===== src/sv/fpsa_pkg.sv =====
// Shared types, constants and codes for the five-point stencil average block.
// No dependencies; every other file in sv/ but fpsa_frame_ram imports this package.
package fpsa_pkg;

  localparam int MAX_ROWS    = 64;
  localparam int MAX_COLS    = 64;
  localparam int MAX_PLANES  = 4;
  localparam int SAMPLE_BITS = 8;

  localparam int STORE_DEPTH = MAX_ROWS * MAX_COLS * MAX_PLANES;
  localparam int ADDR_BITS   = $clog2(STORE_DEPTH);
  localparam int SIZE_BITS   = $clog2(STORE_DEPTH + 1);
  localparam int PITCH_BITS  = $clog2(MAX_COLS * MAX_PLANES + 1);
  localparam int ROW_BITS    = (MAX_ROWS > 1) ? $clog2(MAX_ROWS) : 1;
  localparam int COL_BITS    = (MAX_COLS > 1) ? $clog2(MAX_COLS) : 1;
  localparam int PLANE_BITS  = (MAX_PLANES > 1) ? $clog2(MAX_PLANES) : 1;
  localparam int SUM_BITS    = SAMPLE_BITS + 2;

  // register field widths are fixed by the register map
  localparam int DIM_BITS    = 7;
  localparam int PLN_BITS    = 3;
  localparam int STEP_BITS   = 6;
  localparam int COORD_BITS  = ((ROW_BITS > COL_BITS ? ROW_BITS : COL_BITS) > STEP_BITS ?
                                (ROW_BITS > COL_BITS ? ROW_BITS : COL_BITS) : STEP_BITS) + 2;

  localparam int REG_COUNT    = 6;
  localparam int REG_IDX_BITS = $clog2(REG_COUNT);
  localparam int PADDR_BITS   = REG_IDX_BITS + 2;

  localparam logic [REG_IDX_BITS-1:0] REG_FRAME_ROWS  = 3'd0;
  localparam logic [REG_IDX_BITS-1:0] REG_FRAME_COLS  = 3'd1;
  localparam logic [REG_IDX_BITS-1:0] REG_PLANE_COUNT = 3'd2;
  localparam logic [REG_IDX_BITS-1:0] REG_ROW_STEP    = 3'd3;
  localparam logic [REG_IDX_BITS-1:0] REG_COL_STEP    = 3'd4;
  localparam logic [REG_IDX_BITS-1:0] REG_EDGE_MODE   = 3'd5;

  localparam logic CMD_LOAD = 1'b0;
  localparam logic CMD_EMIT = 1'b1;

  typedef struct packed {
    logic                   command;
    logic [SAMPLE_BITS-1:0] sample;
  } in_item_t;

  typedef struct packed {
    logic [SAMPLE_BITS-1:0] average;
    logic                   frame_done;
  } out_item_t;

  // effective configuration: dimensions already bounded to 1..MAX
  typedef struct packed {
    logic [DIM_BITS-1:0]   rows;
    logic [DIM_BITS-1:0]   cols;
    logic [PLN_BITS-1:0]   planes;
    logic [STEP_BITS-1:0]  row_step;
    logic [STEP_BITS-1:0]  col_step;
    logic                  edge_zero;
    logic [PITCH_BITS-1:0] pitch;
    logic [SIZE_BITS-1:0]  size;
    logic                  settled;
  } cfg_t;

  typedef enum logic [1:0] {
    NBR_UP,
    NBR_RIGHT,
    NBR_DOWN,
    NBR_LEFT
  } nbr_dir_t;

  typedef enum logic [1:0] {
    SEQ_IDLE,
    SEQ_RD,
    SEQ_ACC,
    SEQ_HOLD
  } seq_state_t;

endpackage


===== src/sv/fpsa_regs.sv =====
// APB register file for the stencil block: raw registers, bounded view,
// and the registered row pitch and frame size. Depends on fpsa_pkg.
module fpsa_regs (
  input  logic                            clk,
  input  logic                            rst_n,
  input  logic                            psel,
  input  logic                            penable,
  input  logic                            pwrite,
  input  logic [fpsa_pkg::PADDR_BITS-1:0] paddr,
  input  logic [31:0]                     pwdata,
  output logic [31:0]                     prdata,
  output logic                            pready,
  output fpsa_pkg::cfg_t                  cfg
);
  import fpsa_pkg::*;

  logic [DIM_BITS-1:0]   rows_r, cols_r;
  logic [PLN_BITS-1:0]   planes_r;
  logic [STEP_BITS-1:0]  row_step_r, col_step_r;
  logic                  edge_r;
  logic [PITCH_BITS-1:0] pitch_r;
  logic [SIZE_BITS-1:0]  size_r;
  logic [1:0]            settle_r;

  logic [DIM_BITS-1:0]     rows_b, cols_b;
  logic [PLN_BITS-1:0]     planes_b;
  logic                    wr;
  logic [REG_IDX_BITS-1:0] idx;

  assign pready = 1'b1;
  assign wr     = psel && penable && pwrite;
  assign idx    = paddr[PADDR_BITS-1:2];

  always_comb begin
    if (rows_r == '0) begin
      rows_b = DIM_BITS'(1);
    end else if (int'(rows_r) > MAX_ROWS) begin
      rows_b = DIM_BITS'(MAX_ROWS);
    end else begin
      rows_b = rows_r;
    end
    if (cols_r == '0) begin
      cols_b = DIM_BITS'(1);
    end else if (int'(cols_r) > MAX_COLS) begin
      cols_b = DIM_BITS'(MAX_COLS);
    end else begin
      cols_b = cols_r;
    end
    if (planes_r == '0) begin
      planes_b = PLN_BITS'(1);
    end else if (int'(planes_r) > MAX_PLANES) begin
      planes_b = PLN_BITS'(MAX_PLANES);
    end else begin
      planes_b = planes_r;
    end
  end

  always_ff @(posedge clk) begin
    if (!rst_n) begin
      rows_r     <= DIM_BITS'(64);
      cols_r     <= DIM_BITS'(64);
      planes_r   <= PLN_BITS'(1);
      row_step_r <= STEP_BITS'(1);
      col_step_r <= STEP_BITS'(1);
      edge_r     <= 1'b0;
      settle_r   <= 2'b11;
    end else begin
      settle_r <= {settle_r[0], wr};
      if (wr) begin
        case (idx)
          REG_FRAME_ROWS:  rows_r     <= pwdata[DIM_BITS-1:0];
          REG_FRAME_COLS:  cols_r     <= pwdata[DIM_BITS-1:0];
          REG_PLANE_COUNT: planes_r   <= pwdata[PLN_BITS-1:0];
          REG_ROW_STEP:    row_step_r <= pwdata[STEP_BITS-1:0];
          REG_COL_STEP:    col_step_r <= pwdata[STEP_BITS-1:0];
          REG_EDGE_MODE:   edge_r     <= pwdata[0];
          default: ;
        endcase
      end
    end
  end

  // derived products settle through pitch_r and then size_r after a write; inputs are held off meanwhile
  always_ff @(posedge clk) begin
    pitch_r <= PITCH_BITS'(cols_b * planes_b);
    size_r  <= SIZE_BITS'(rows_b * pitch_r);
  end

  always_comb begin
    case (idx)
      REG_FRAME_ROWS:  prdata = 32'(rows_r);
      REG_FRAME_COLS:  prdata = 32'(cols_r);
      REG_PLANE_COUNT: prdata = 32'(planes_r);
      REG_ROW_STEP:    prdata = 32'(row_step_r);
      REG_COL_STEP:    prdata = 32'(col_step_r);
      REG_EDGE_MODE:   prdata = 32'(edge_r);
      default:         prdata = '0;
    endcase
  end

  always_comb begin
    cfg.rows      = rows_b;
    cfg.cols      = cols_b;
    cfg.planes    = planes_b;
    cfg.row_step  = row_step_r;
    cfg.col_step  = col_step_r;
    cfg.edge_zero = edge_r;
    cfg.pitch     = pitch_r;
    cfg.size      = size_r;
    cfg.settled   = (settle_r == 2'b00);
  end

endmodule


===== config.mk =====
export PLATFORM = sky130hd
export DESIGN_NAME = fpsa_regs
export DESIGN_NICKNAME = d
export VERILOG_FILES = /design/src/sv/fpsa_pkg.sv /design/src/sv/fpsa_regs.sv
export SDC_FILE = /design/constraint.sdc
export NUM_CORES = 1
export LEC_CHECK = 0
export BUFFER_PORTS_ARGS = -buffer_cell sky130_fd_sc_hd__buf_2
export CORE_UTILIZATION = 45
export DETAILED_ROUTE_END_ITERATION = 8
export GPL_ROUTABILITY_DRIVEN = 0
export GPL_TIMING_DRIVEN = 0
export PLACE_DENSITY = 0.81
export SLEW_MARGIN = 10
export SYNTH_ARGS = -nofsm -noshare
export SYNTH_HDL_FRONTEND = slang
export SYNTH_SLANG_ARGS = --single-unit

===== constraint.sdc =====
create_clock -name clk -period 5.5 [get_ports clk]
set_clock_uncertainty 0.1 [all_clocks]
set_input_delay 0.275 -clock clk [delete_from_list [all_inputs] [get_ports clk]]
set_output_delay 0.275 -clock clk [all_outputs]
set_load 0.05 [all_outputs]

==> run_results.csv <==
group,metric,value,unit
status,status,"finished clean",
clocking,clk_latency,330,ps
routing,drtAntennaViolNets,0,
synthesis,synth_common_cells,"dfxtp_1 (56), nand2_1 (53), and2_1 (45), inv_1 (45), ha_1 (40)",
global_routing,grt_start_max_net_pins,21,
synthesis,synth_top_area_cell,"dfxtp_1",
setup_path,worstSetupStartpointType,"flip-flop",
placed_design,io_buffers,75,
synthesis,synth_area,4790,sq um
synthesis,synth_cell_types,49,
cells_and_area,final_area,5520,sq um
global_routing,grt_overflow,0,
clocking,clkTransAtPathRegs,110,ps
placed_design,place_hpwl,8.20,mm
die,initial_core_util,46.4,%
synthesis,yosys_warnings,0,
cells_and_area,fin_nets,753,
clocking,cts_resized,0,
synthesis,synth_most_common_cell,"dfxtp_1",
sta,fin_crit_sh,90.5,%
pwr,power_density,139,nW/um^2
cells_and_area,final_layout_size_suffix_gt1_share,19.4,%
routing,wl_per_cell,13.4,um
cells_and_area,seqCellArea,1120,sq um
die,core,10300,sq um
cells_and_area,antennaDiodeCount,0,
pwr,leakage,2.88,nW
routing,vias_per_cell,4.89,
sta,tightestPinTransition,626,ps
die,row_count,37,
die,die-area,11100,sq um
sta,setup_viol,0,
cells_and_area,utilization,53.5,%
clocking,cts-root-buf,"clkbuf_8",
synthesis,synth_seq_area_share,23.4,%
clocking,holdBufCountCts,0,
synthesis,synth-edff-count,0,
synthesis,yosys-top-cells-area,"dfxtp_1 (23%), fa_1 (16%), ha_1 (10%), mux2i_1 (8.2%), and2_1 (5.9%)",
setup_path,endpoint_kind,"flip-flop",
global_routing,grt_pass1_vias,3785,
global_routing,antenna_found_initial,0,
synthesis,async_reset_ff_share,0,%
synthesis,syn_avg_cell_area,9.10,sq um
cells_and_area,area_delta_synth_final,15.3,%
setup_path,required,5660,ps
die,fp.dieH,105,um
sta,fmax,0.201,GHz
clocking,cts-htree-levels,2,
clocking,cts_buffer_depth,2,
clocking,cts_tree,"built",
routing,drtIter0Drc,125,
synthesis,synth_ff_type,"dfxtp_1",
clocking,cts.sinks,56,
setup_path,crit_fanout,10,
sta,rsz0062_at_grt,"false",
setup_path,arrival,5140,ps
routing,drc,0,
global_routing,grtUsageTotal,19.3,%
global_routing,grt_pass1_wl,17.3,mm
synthesis,syn_inst,526,
clocking,cts_setup_buffers,0,
sta,min_period,4980,ps
pwr,ir_worst_vdd,0.115,mV
die,die_w,105,um
cells_and_area,fill_cells,932,
synthesis,synth_top_area_share,23.4,%
sta,setup_tns,0,ps
die,io_pins,130,
synthesis,ys_seq_elements,56,
cells_and_area,multi_input_area,3300,sq um
clocking,numCtsBuffers,5,
sta,maxSlewViolCount,0,
setup_path,worstSetupPathType,"flip-flop to flip-flop",
placed_design,place_area,5420,sq um
routing,wl,10.3,mm
sta,final_hold_viol_count,0,
routing,vias,3761,
min_path,hold_class,"primary input to flip-flop",
sta,slew_headroom,58.1,%
routing,dr.pass1.iters,4,
job,drv_cap,0,
==> placed cells by master (no fill, tap or decap), drive strengths merged, types with 4 or more instances in the layout <==
cell type / n
xor2: 4
a21oi: 19
nor2: 20
nor2b: 39
clkbuf: 23
dfxtp: 56
nand3: 5
nand2b: 4
inv: 48
o21ai: 11
a21o: 5
nor3: 6
conb: 26
and2: 45
xnor2: 13
nand2: 53
buf: 106
ha: 40
fa: 39
mux2i: 39
==> worst paths after layout <==
kind / start / to / slack [ps] / cells past startpoint
worst max register to register: rows_r[6]$_SDFFE_PN1P_ / size_r[13]$_DFF_P_ / 520 / 16
worst min-delay path: rst_n / settle_r[1]$_SDFF_PN1_ / 60 / 2
worst max-delay path: rows_r[6]$_SDFFE_PN1P_ / size_r[13]$_DFF_P_ / 520 / 16
worst min register to register: settle_r[0]$_SDFF_PN1_ / settle_r[1]$_SDFF_PN1_ / 360 / 1
==> where the power goes <==
| group | switching [mW] | internal, mW |
|---|---|---|
| Clock | 0.153 | 0.0966 |
| Sequential | 0.00232 | 0.408 |
| Combinational | 0.0770 | 0.0320 |
| Total | 0.232 | 0.537 |
==> metrics by stage <==
step / std cells / worst slack (ps) / power, mW / hold WS, ps
global route: 769 / 270 / 0.795 / 69.8
global placement: 761 / 644 / 0.527 / 321
CTS: 769 / 527 / 0.774 / 50.4
floorplan: 550 / 589 / 0.509 / 248
finish: 769 / 523 / 0.769 / 57.7
detailed placement: 761 / 591 / 0.528 / 339
==> layout make-up <==
| class | count | area share (%) |
|---|---|---|
| well taps | 136 | 3.08 |
| repair buffers | 75 | 6.80 |
| plain buffers | 49 | 5.30 |
| clock buffers | 5 | 1.25 |
| multi-input cells | 400 | 59.7 |
| clock inverters | 3 | 0.521 |
| flip-flops and latches | 56 | 20.3 |
| inverters | 45 | 3.06 |
==> worst max-delay path, stage by stage (launching register included) <==
cell,delay (ps)
dfxtp_1,310
clkbuf_1,210
nor2b_1,160
clkbuf_1,440
and2_1,230
fa_1,450
fa_1,480
fa_1,550
inv_1,60
fa_1,530
inv_1,40
ha_1,340
o21ai_2,90
nor2b_1,150
or2_1,250
or4_1,480
nand3_1,70
==> logic make-up after synthesis <==
| family | synth area share, % |
|---|---|
| AOI/OAI and AO/OA | 6.72 |
| xor gates and xnor gates | 3.11 |
| adders and majority gates | 26.8 |
| buffers and inverters | 9.64 |
| DFF | 23.4 |
| muxes | 8.86 |
| other | 0.157 |
| and+or+nand+nor | 21.3 |
==> per-layer routing <==
| layer | vias up | part of all wire [%] | global-route usage [%] |
|---|---|---|---|
| li1 | 1866 | - | - |
| met1 | 1778 | 44 | 24.5 |
| met2 | 104 | 50 | 34.0 |
| met3 | 13 | 4.6 | 3.12 |
| met4 | 0 | 1.2 | 4.43 |
| met5 | - | 0 | 0 |
==> flip-flops by register name (all words and copies together), names as in the netlist <==
signal	cells
size_r	15
pitch_r	9
cols_r	7
rows_r	7
col_step_r	6
row_step_r	6
planes_r	3
settle_r	2
edge_r	1
Note: power is estimated with default switching activity, not from simulation.
