File: src/sv/fpsa_pkg.sv
// Shared types, constants and codes for the five-point stencil average block.
// No dependencies; every other file in sv/ but fpsa_frame_ram imports this package.
package fpsa_pkg;

  localparam int MAX_ROWS    = 64;
  localparam int MAX_COLS    = 64;
  localparam int MAX_PLANES  = 4;
  localparam int SAMPLE_BITS = 8;

  localparam int STORE_DEPTH = MAX_ROWS * MAX_COLS * MAX_PLANES;
  localparam int ADDR_BITS   = $clog2(STORE_DEPTH);
  localparam int SIZE_BITS   = $clog2(STORE_DEPTH + 1);
  localparam int PITCH_BITS  = $clog2(MAX_COLS * MAX_PLANES + 1);
  localparam int ROW_BITS    = (MAX_ROWS > 1) ? $clog2(MAX_ROWS) : 1;
  localparam int COL_BITS    = (MAX_COLS > 1) ? $clog2(MAX_COLS) : 1;
  localparam int PLANE_BITS  = (MAX_PLANES > 1) ? $clog2(MAX_PLANES) : 1;
  localparam int SUM_BITS    = SAMPLE_BITS + 2;

  // register field widths are fixed by the register map
  localparam int DIM_BITS    = 7;
  localparam int PLN_BITS    = 3;
  localparam int STEP_BITS   = 6;
  localparam int COORD_BITS  = ((ROW_BITS > COL_BITS ? ROW_BITS : COL_BITS) > STEP_BITS ?
                                (ROW_BITS > COL_BITS ? ROW_BITS : COL_BITS) : STEP_BITS) + 2;

  localparam int REG_COUNT    = 6;
  localparam int REG_IDX_BITS = $clog2(REG_COUNT);
  localparam int PADDR_BITS   = REG_IDX_BITS + 2;

  localparam logic [REG_IDX_BITS-1:0] REG_FRAME_ROWS  = 3'd0;
  localparam logic [REG_IDX_BITS-1:0] REG_FRAME_COLS  = 3'd1;
  localparam logic [REG_IDX_BITS-1:0] REG_PLANE_COUNT = 3'd2;
  localparam logic [REG_IDX_BITS-1:0] REG_ROW_STEP    = 3'd3;
  localparam logic [REG_IDX_BITS-1:0] REG_COL_STEP    = 3'd4;
  localparam logic [REG_IDX_BITS-1:0] REG_EDGE_MODE   = 3'd5;

  localparam logic CMD_LOAD = 1'b0;
  localparam logic CMD_EMIT = 1'b1;

  typedef struct packed {
    logic                   command;
    logic [SAMPLE_BITS-1:0] sample;
  } in_item_t;

  typedef struct packed {
    logic [SAMPLE_BITS-1:0] average;
    logic                   frame_done;
  } out_item_t;

  // effective configuration: dimensions already bounded to 1..MAX
  typedef struct packed {
    logic [DIM_BITS-1:0]   rows;
    logic [DIM_BITS-1:0]   cols;
    logic [PLN_BITS-1:0]   planes;
    logic [STEP_BITS-1:0]  row_step;
    logic [STEP_BITS-1:0]  col_step;
    logic                  edge_zero;
    logic [PITCH_BITS-1:0] pitch;
    logic [SIZE_BITS-1:0]  size;
    logic                  settled;
  } cfg_t;

  typedef enum logic [1:0] {
    NBR_UP,
    NBR_RIGHT,
    NBR_DOWN,
    NBR_LEFT
  } nbr_dir_t;

  typedef enum logic [1:0] {
    SEQ_IDLE,
    SEQ_RD,
    SEQ_ACC,
    SEQ_HOLD
  } seq_state_t;

endpackage

File: src/sv/fpsa_nbr_addr.sv
// Neighbor address generator: offset, edge test, clamp and store address
// for one of the four neighbors. Depends on fpsa_pkg.
module fpsa_nbr_addr (
  input  fpsa_pkg::cfg_t                  cfg,
  input  fpsa_pkg::nbr_dir_t              dir,
  input  logic [fpsa_pkg::PLANE_BITS-1:0] plane,
  input  logic [fpsa_pkg::ROW_BITS-1:0]   row,
  input  logic [fpsa_pkg::COL_BITS-1:0]   col,
  output logic [fpsa_pkg::ADDR_BITS-1:0]  addr,
  output logic                            skip
);
  import fpsa_pkg::*;

  logic signed [COORD_BITS-1:0] rr, cc, rows_s, cols_s;
  logic                         row_off, col_off;
  logic [ROW_BITS-1:0]          row_c;
  logic [COL_BITS-1:0]          col_c;
  logic [SIZE_BITS-1:0]         sum;

  assign rows_s = signed'(COORD_BITS'(cfg.rows));
  assign cols_s = signed'(COORD_BITS'(cfg.cols));

  always_comb begin
    rr = signed'(COORD_BITS'(row));
    cc = signed'(COORD_BITS'(col));
    case (dir)
      NBR_UP:    rr = rr - signed'(COORD_BITS'(cfg.row_step));
      NBR_DOWN:  rr = rr + signed'(COORD_BITS'(cfg.row_step));
      NBR_RIGHT: cc = cc + signed'(COORD_BITS'(cfg.col_step));
      NBR_LEFT:  cc = cc - signed'(COORD_BITS'(cfg.col_step));
      default: ;
    endcase
  end

  always_comb begin
    row_off = (rr < 0) || (rr >= rows_s);
    col_off = (cc < 0) || (cc >= cols_s);
    skip    = cfg.edge_zero && (row_off || col_off);

    if (rr < 0) begin
      row_c = '0;
    end else if (rr >= rows_s) begin
      row_c = ROW_BITS'(cfg.rows - DIM_BITS'(1));
    end else begin
      row_c = rr[ROW_BITS-1:0];
    end
    if (cc < 0) begin
      col_c = '0;
    end else if (cc >= cols_s) begin
      col_c = COL_BITS'(cfg.cols - DIM_BITS'(1));
    end else begin
      col_c = cc[COL_BITS-1:0];
    end
  end

  // (row*cols + col)*planes + plane, with cols*planes already registered
  assign sum  = SIZE_BITS'(row_c * cfg.pitch) + SIZE_BITS'(col_c * cfg.planes)
              + SIZE_BITS'(plane);
  assign addr = sum[ADDR_BITS-1:0];

endmodule

File: src/sv/fpsa_seq.sv
// Request sequencer: load writes, four-read neighbor fetch, accumulation,
// position counters and the output register. Depends on fpsa_pkg, fpsa_nbr_addr.
module fpsa_seq (
  input  logic                             clk,
  input  logic                             rst_n,
  input  fpsa_pkg::cfg_t                   cfg,
  input  logic                             in_valid,
  output logic                             in_ready,
  input  fpsa_pkg::in_item_t               in_data,
  output logic                             out_valid,
  input  logic                             out_ready,
  output fpsa_pkg::out_item_t              out_data,
  output logic                             ram_en,
  output logic                             ram_we,
  output logic [fpsa_pkg::ADDR_BITS-1:0]   ram_addr,
  output logic [fpsa_pkg::SAMPLE_BITS-1:0] ram_wdata,
  input  logic [fpsa_pkg::SAMPLE_BITS-1:0] ram_rdata
);
  import fpsa_pkg::*;

  seq_state_t            state_r, state_nxt;
  nbr_dir_t              k_r, k_nxt;
  logic [ADDR_BITS-1:0]  load_pos_r, load_pos_nxt;
  logic [PLANE_BITS-1:0] plane_r, plane_nxt;
  logic [ROW_BITS-1:0]   row_r, row_nxt;
  logic [COL_BITS-1:0]   col_r, col_nxt;
  logic [SUM_BITS-1:0]   sum_r, sum_nxt;
  logic                  take_r, take_nxt;
  logic                  out_valid_r, out_valid_nxt;
  out_item_t             out_data_r, out_data_nxt;

  logic                  accept, out_free, push;
  logic [ADDR_BITS-1:0]  lp_eff, nbr_addr;
  logic [SIZE_BITS-1:0]  lp_inc;
  logic                  nbr_skip, pos_bad;
  logic [SUM_BITS-1:0]   total;
  logic [PLANE_BITS-1:0] plane_adv;
  logic [ROW_BITS-1:0]   row_adv;
  logic [COL_BITS-1:0]   col_adv;
  logic                  done;

  fpsa_nbr_addr u_nbr (
    .cfg   (cfg),
    .dir   (k_r),
    .plane (plane_r),
    .row   (row_r),
    .col   (col_r),
    .addr  (nbr_addr),
    .skip  (nbr_skip)
  );

  assign in_ready  = (state_r == SEQ_IDLE) && cfg.settled;
  assign accept    = in_valid && in_ready;
  assign out_free  = !out_valid_r || out_ready;
  assign out_valid = out_valid_r;
  assign out_data  = out_data_r;

  assign lp_eff = (SIZE_BITS'(load_pos_r) >= cfg.size) ? '0 : load_pos_r;
  assign lp_inc = SIZE_BITS'(lp_eff) + SIZE_BITS'(1);

  assign pos_bad = (PLN_BITS'(plane_r) >= cfg.planes) || (DIM_BITS'(row_r) >= cfg.rows)
                || (DIM_BITS'(col_r) >= cfg.cols);

  assign total = sum_r + (take_r ? SUM_BITS'(ram_rdata) : '0);

  // raster advance: column inner, then row, then plane
  always_comb begin
    plane_adv = plane_r;
    row_adv   = row_r;
    col_adv   = col_r + COL_BITS'(1);
    done      = 1'b0;
    if (DIM_BITS'(col_r) + DIM_BITS'(1) >= cfg.cols) begin
      col_adv = '0;
      row_adv = row_r + ROW_BITS'(1);
      if (DIM_BITS'(row_r) + DIM_BITS'(1) >= cfg.rows) begin
        row_adv   = '0;
        plane_adv = plane_r + PLANE_BITS'(1);
        if (PLN_BITS'(plane_r) + PLN_BITS'(1) >= cfg.planes) begin
          plane_adv = '0;
          done      = 1'b1;
        end
      end
    end
  end

  always_comb begin
    state_nxt = state_r;
    case (state_r)
      SEQ_IDLE: if (accept && in_data.command == CMD_EMIT) state_nxt = SEQ_RD;
      SEQ_RD:   if (k_r == NBR_LEFT) state_nxt = SEQ_ACC;
      SEQ_ACC:  state_nxt = out_free ? SEQ_IDLE : SEQ_HOLD;
      SEQ_HOLD: if (out_free) state_nxt = SEQ_IDLE;
      default:  state_nxt = SEQ_IDLE;
    endcase
  end

  always_comb begin
    ram_en    = 1'b0;
    ram_we    = 1'b0;
    ram_addr  = nbr_addr;
    ram_wdata = in_data.sample;
    push      = 1'b0;
    case (state_r)
      SEQ_IDLE: begin
        if (accept && in_data.command == CMD_LOAD) begin
          ram_en   = 1'b1;
          ram_we   = 1'b1;
          ram_addr = lp_eff;
        end
      end
      SEQ_RD:   ram_en = !nbr_skip;
      SEQ_ACC:  push = out_free;
      SEQ_HOLD: push = out_free;
      default: ;
    endcase
  end

  always_comb begin
    k_nxt         = k_r;
    load_pos_nxt  = load_pos_r;
    plane_nxt     = plane_r;
    row_nxt       = row_r;
    col_nxt       = col_r;
    sum_nxt       = sum_r;
    take_nxt      = take_r;
    out_data_nxt  = out_data_r;
    out_valid_nxt = push ? 1'b1 : (out_ready ? 1'b0 : out_valid_r);
    case (state_r)
      SEQ_IDLE: begin
        if (accept) begin
          if (in_data.command == CMD_LOAD) begin
            load_pos_nxt = (lp_inc >= cfg.size) ? '0 : lp_inc[ADDR_BITS-1:0];
          end else begin
            if (pos_bad) begin
              plane_nxt = '0;
              row_nxt   = '0;
              col_nxt   = '0;
            end
            sum_nxt  = '0;
            take_nxt = 1'b0;
            k_nxt    = NBR_UP;
          end
        end
      end
      SEQ_RD: begin
        sum_nxt  = total;
        take_nxt = !nbr_skip;
        k_nxt    = nbr_dir_t'(k_r + 2'd1);
      end
      SEQ_ACC, SEQ_HOLD: begin
        // HOLD keeps take clear, so total is the stored sum
        sum_nxt  = total;
        take_nxt = 1'b0;
        if (push) begin
          out_data_nxt.average    = total[SUM_BITS-1:2];
          out_data_nxt.frame_done = done;
          plane_nxt = plane_adv;
          row_nxt   = row_adv;
          col_nxt   = col_adv;
        end
      end
      default: ;
    endcase
  end

  always_ff @(posedge clk) begin
    if (!rst_n) begin
      state_r     <= SEQ_IDLE;
      load_pos_r  <= '0;
      plane_r     <= '0;
      row_r       <= '0;
      col_r       <= '0;
      take_r      <= 1'b0;
      out_valid_r <= 1'b0;
    end else begin
      state_r     <= state_nxt;
      load_pos_r  <= load_pos_nxt;
      plane_r     <= plane_nxt;
      row_r       <= row_nxt;
      col_r       <= col_nxt;
      take_r      <= take_nxt;
      out_valid_r <= out_valid_nxt;
    end
  end

  always_ff @(posedge clk) begin
    k_r        <= k_nxt;
    sum_r      <= sum_nxt;
    out_data_r <= out_data_nxt;
  end

endmodule

File: config.mk
export PLATFORM = sky130hd
export DESIGN_NAME = fpsa_seq
export DESIGN_NICKNAME = d
export VERILOG_FILES = /design/src/sv/fpsa_pkg.sv /design/src/sv/fpsa_nbr_addr.sv /design/src/sv/fpsa_seq.sv
export SDC_FILE = /design/constraint.sdc
export NUM_CORES = 1
export LEC_CHECK = 0
export BUFFER_PORTS_ARGS = -buffer_cell sky130_fd_sc_hd__buf_2
export CAP_MARGIN = 20
export CORE_ASPECT_RATIO = 1.4
export CORE_UTILIZATION = 55
export DETAILED_ROUTE_END_ITERATION = 8
export PLACE_DENSITY_LB_ADDON = 0.12
export SLEW_MARGIN = 20
export SYNTH_ARGS = -nofsm -noshare
export SYNTH_HDL_FRONTEND = slang
export SYNTH_SLANG_ARGS = --single-unit
File: constraint.sdc
create_clock -name clk -period 14.83 [get_ports clk]
set_input_delay 0.7415 -clock clk [delete_from_list [all_inputs] [get_ports clk]]
set_output_delay 0.7415 -clock clk [all_outputs]
set_load 0.05 [all_outputs]
==> impl_results.md <==
* Post-Syn Nets at 1326
* IO Port Bufs at 94
* Simple-gate share of the synthesized area at 0.197
* Peak supply drop at 0.161 mV
* Worst Path Required at 14.09 ns
* Fmax at 102 MHz
* Adder-Cell Fraction of Synth Area at 0.338
* First-pass GRT wire length at 33500 um
* Clk pin slew, worst setup/hold paths at 0.08 ns
* Flops & latches, synth at between 50 and 60
* Tmin final at 9.82 ns
* Worst hold path class: reg -> reg
* # diodes at 0
* Starting Density at 0.566
* Worst reg2reg path depth at 21
* Num rows at 53
* Setup bufs post-CTS at 0
* Final Cycle Share at 0.662
* Wirelength, routed at 19900 um
* Largest family of logic cells by synthesized area: adder cells
* Clock buffer count from CTS at 5
* Number of fill cells in the layout at 1399
* Num ports at 111
* Final hold viol count at 0
* Via count at around 7300
* Top cell type's share of synthesized area at 0.216
* Hold Crit Depth at 2
* Top post-synthesis cells by area: ha_1 22%, fa_1 12%, dfxtp_1 7.5%, edfxtp_1 7.4%, inv_1 7.1%
* Pwr/cell area at 115 mW/mm^2
* Crit path largest cell delay at 0.79 ns
* RSZ-0062 raised after global routing: no
* Final hold slack at 0.515 ns
* Die width at 107 um
* Placer congestion estimate at 0.896
* CTS Sinks at 53
* Share of cells above drive strength 1 at 0.121
* Post-DP HPWL at approximately 17000 um
* Vias per cell at 5.57
* CP max stage cell: o21ai_1
* Type of destination of the critical path: output pin
* CTS tree: done
* GR Util All Layers at 0.262
* Synth Area in Compound Gates at 0.161
* Post-synth EDFFs at 21
* Die Height at ~150 um
* Worst-Skew Late Latency at 0.30 ns
* Syn Std Cell Area at 0.00852 mm^2
* Die ar. at about 0.016 mm^2
* Synth Area per Inst at slightly above 8 um^2
* Core Box Area at 0.0151 mm^2
* Main synth FF type: dfxtp_1
* Initial DRC Count at 300
* Fin. max-slew vios at 0
* Pre-antenna DRT Iters at 5
* CP max FO at 15
* Sequential area share after synthesis at 0.149
* Delay-heaviest family, CP: adder cells
* # setup viols final at 0
* P_leak at approximately 4.8 nW
* Wire per inst at ~15 um
* Initial antenna violation count at 0
* Number of placed instances, taps included at 1307
* Hold_buf cts at 0
* Clock skew at 0.00866 ns
* Nets at 1397
* Longest Clk Path Bufs at 2
* CP startpoint kind: flip-flop
* Synthesis Warnings at 0
* Critical path data arrival time at 9.08 ns
* Area Growth Syn to Fin at 8.90%
* Synth area leader: ha_1
* Grt total ovfl at 0
* Post-synth ARST share at 0
* WP buf/inv at 6
* XOR/XNOR Fraction of Synth Area at 0.0494
* Worst Path Class, Setup: reg -> out
* Status: finished, final reports clean
* CP Depth at 33
* Slew @ Worst Pin at ~1 ns
* Mux cell area share after synthesis at 0.0148
* Largest net degree at the start of global routing at 37
* Syn Inst Count at 1051
* Synth unique cells at 75
* Clock Tree Root: clkbuf_16
* Vias in the first global route at around 7200
* Finished Layout Cells at 1315
* Setup TNS at 0 ns
* Routed Antenna Nets at 0
* Post_cts resized at 0
* Slew margin rel. at 0.332
* Drt drc at 0
* H-tree depth at 2
* Maxcap violations at 0
-- cell usage in the layout, fill, tap and decap left out, drive strengths merged, types with 4 or more instances in the layout --
| cell | count |
|---|---|
| inv | 161 |
| ha | 147 |
| nand2 | 97 |
| buf | 97 |
| nor2 | 84 |
| fa | 52 |
| a21oi | 48 |
| and2 | 41 |
| o21ai | 41 |
| xnor2 | 35 |
| dfxtp | 32 |
| nor3 | 26 |
| nand3 | 24 |
| edfxtp | 21 |
| a21o | 20 |
| nor2b | 16 |
| nand2b | 15 |
| xor2 | 13 |
| o22ai | 12 |
| a211oi | 10 |
| a31oi | 9 |
| o21a | 9 |
| and3 | 9 |
| mux2i | 7 |
| or2 | 7 |
| or3 | 6 |
| mux2 | 5 |
| nand4 | 5 |
| clkbuf | 5 |
| a21boi | 4 |
| o21ba | 4 |
| nor3b | 4 |
| o21bai | 4 |
| a2111oi | 4 |
-- layer usage --
| layer | wire [um] | share of wire | vias up | track usage |
|---|---|---|---|---|
| li1 | - | - | 3688 | - |
| met1 | 8490 | 0.43 | 3420 | 0.315 |
| met2 | 10100 | 0.51 | 168 | 0.481 |
| met3 | 656 | 0.033 | 44 | 0.0188 |
| met4 | 669 | 0.034 | 0 | 0.0979 |
| met5 | 0 | 0 | - | 0 |
-- power by group --
part | switching [mW] | total, mW | internal (mW) | leakage [nW]
registers | 0.00294 | 0.160 | 0.157 | 0.457
clock network | 0.0585 | 0.155 | 0.0965 | 0.0900
logic | 0.504 | 0.750 | 0.247 | 4.23
-- final cells by class --
cell class,instances,area [um^2],share of cell area
Multi-Input combinational cell,803,6470,0.698
Clock inverter,3,65.1,0.00701
Inverter,162,608,0.0656
Tap cell,192,240,0.0259
Clock buffer,5,125,0.0135
Timing Repair Buffer,97,493,0.0531
Sequential cell,53,1270,0.137
-- Yosys cell counts (11+ instances only) --
cell type / n
dfxtp_1: 32
nand3_1: 24
inv_1: 161
ha_1: 147
a21oi_1: 47
nor3_1: 26
nand2_1: 97
xor2_1: 13
o22ai_1: 11
fa_1: 52
and2_1: 40
nand2b_1: 15
xnor2_1: 35
edfxtp_1: 21
a21o_1: 20
nor2_1: 84
o21ai_0: 35
clkbuf_1: 16
nor2b_1: 16
-- worst reg2reg max path: cells and delay by family, from the launching register on --
kind	cells	cell delay, ns
adder cells (fa/ha/maj)	3	0.88
flip-flops	1	0.49
AO/OA/AOI/OAI	7	2.02
AND/OR/NAND/NOR	9	1.86
buffers and inverters	1	0.25
XOR/XNOR	1	0.20
-- per-stage QoR --
stage / utilization / worst slack (ns) / total power [mW] / area [um^2]
global placement: 0.604 / 5.21 / 0.907 / 9090
detailed placement: 0.604 / 5.03 / 0.917 / 9090
CTS: 0.616 / 5.02 / 1.07 / 9280
finish: 0.616 / 5.01 / 1.07 / 9280
global route: 0.616 / 4.44 / 1.15 / 9280
floorplan: - / 6.11 / 0.750 / 8520
-- worst paths after layout --
check                                                 from  slack (ns)                    endpoint
worst max-delay path                 row_r[0]$_SDFFE_PN0P_        5.01                ram_addr[13]
worst min-delay path               plane_r[1]$_SDFFE_PN0P_        0.51     plane_r[1]$_SDFFE_PN0P_
worst max register to register  load_pos_r[4]$_SDFFE_PN0P_        9.03  load_pos_r[8]$_SDFFE_PN0P_
worst min register to register     plane_r[1]$_SDFFE_PN0P_        0.51     plane_r[1]$_SDFFE_PN0P_
-- registers in the layout, summed over array words and instances (netlist names) --
signal / cells
sum_r: 10
col_r: 6
out_valid: 1
load_pos_r: 14
state_r: 2
out_data: 9
take_r: 1
k_r: 2
row_r: 6
plane_r: 2
-- cell families after synthesis --
group / after synthesis
AO/OA/AOI/OAI: 198
XOR/XNOR: 48
adder cells (fa/ha/maj): 199
buffers and inverters: 195
flip-flops: 53
multiplexers: 12
AND/OR/NAND/NOR: 346
No activity file was read; power rests on OpenSTA's default activity.
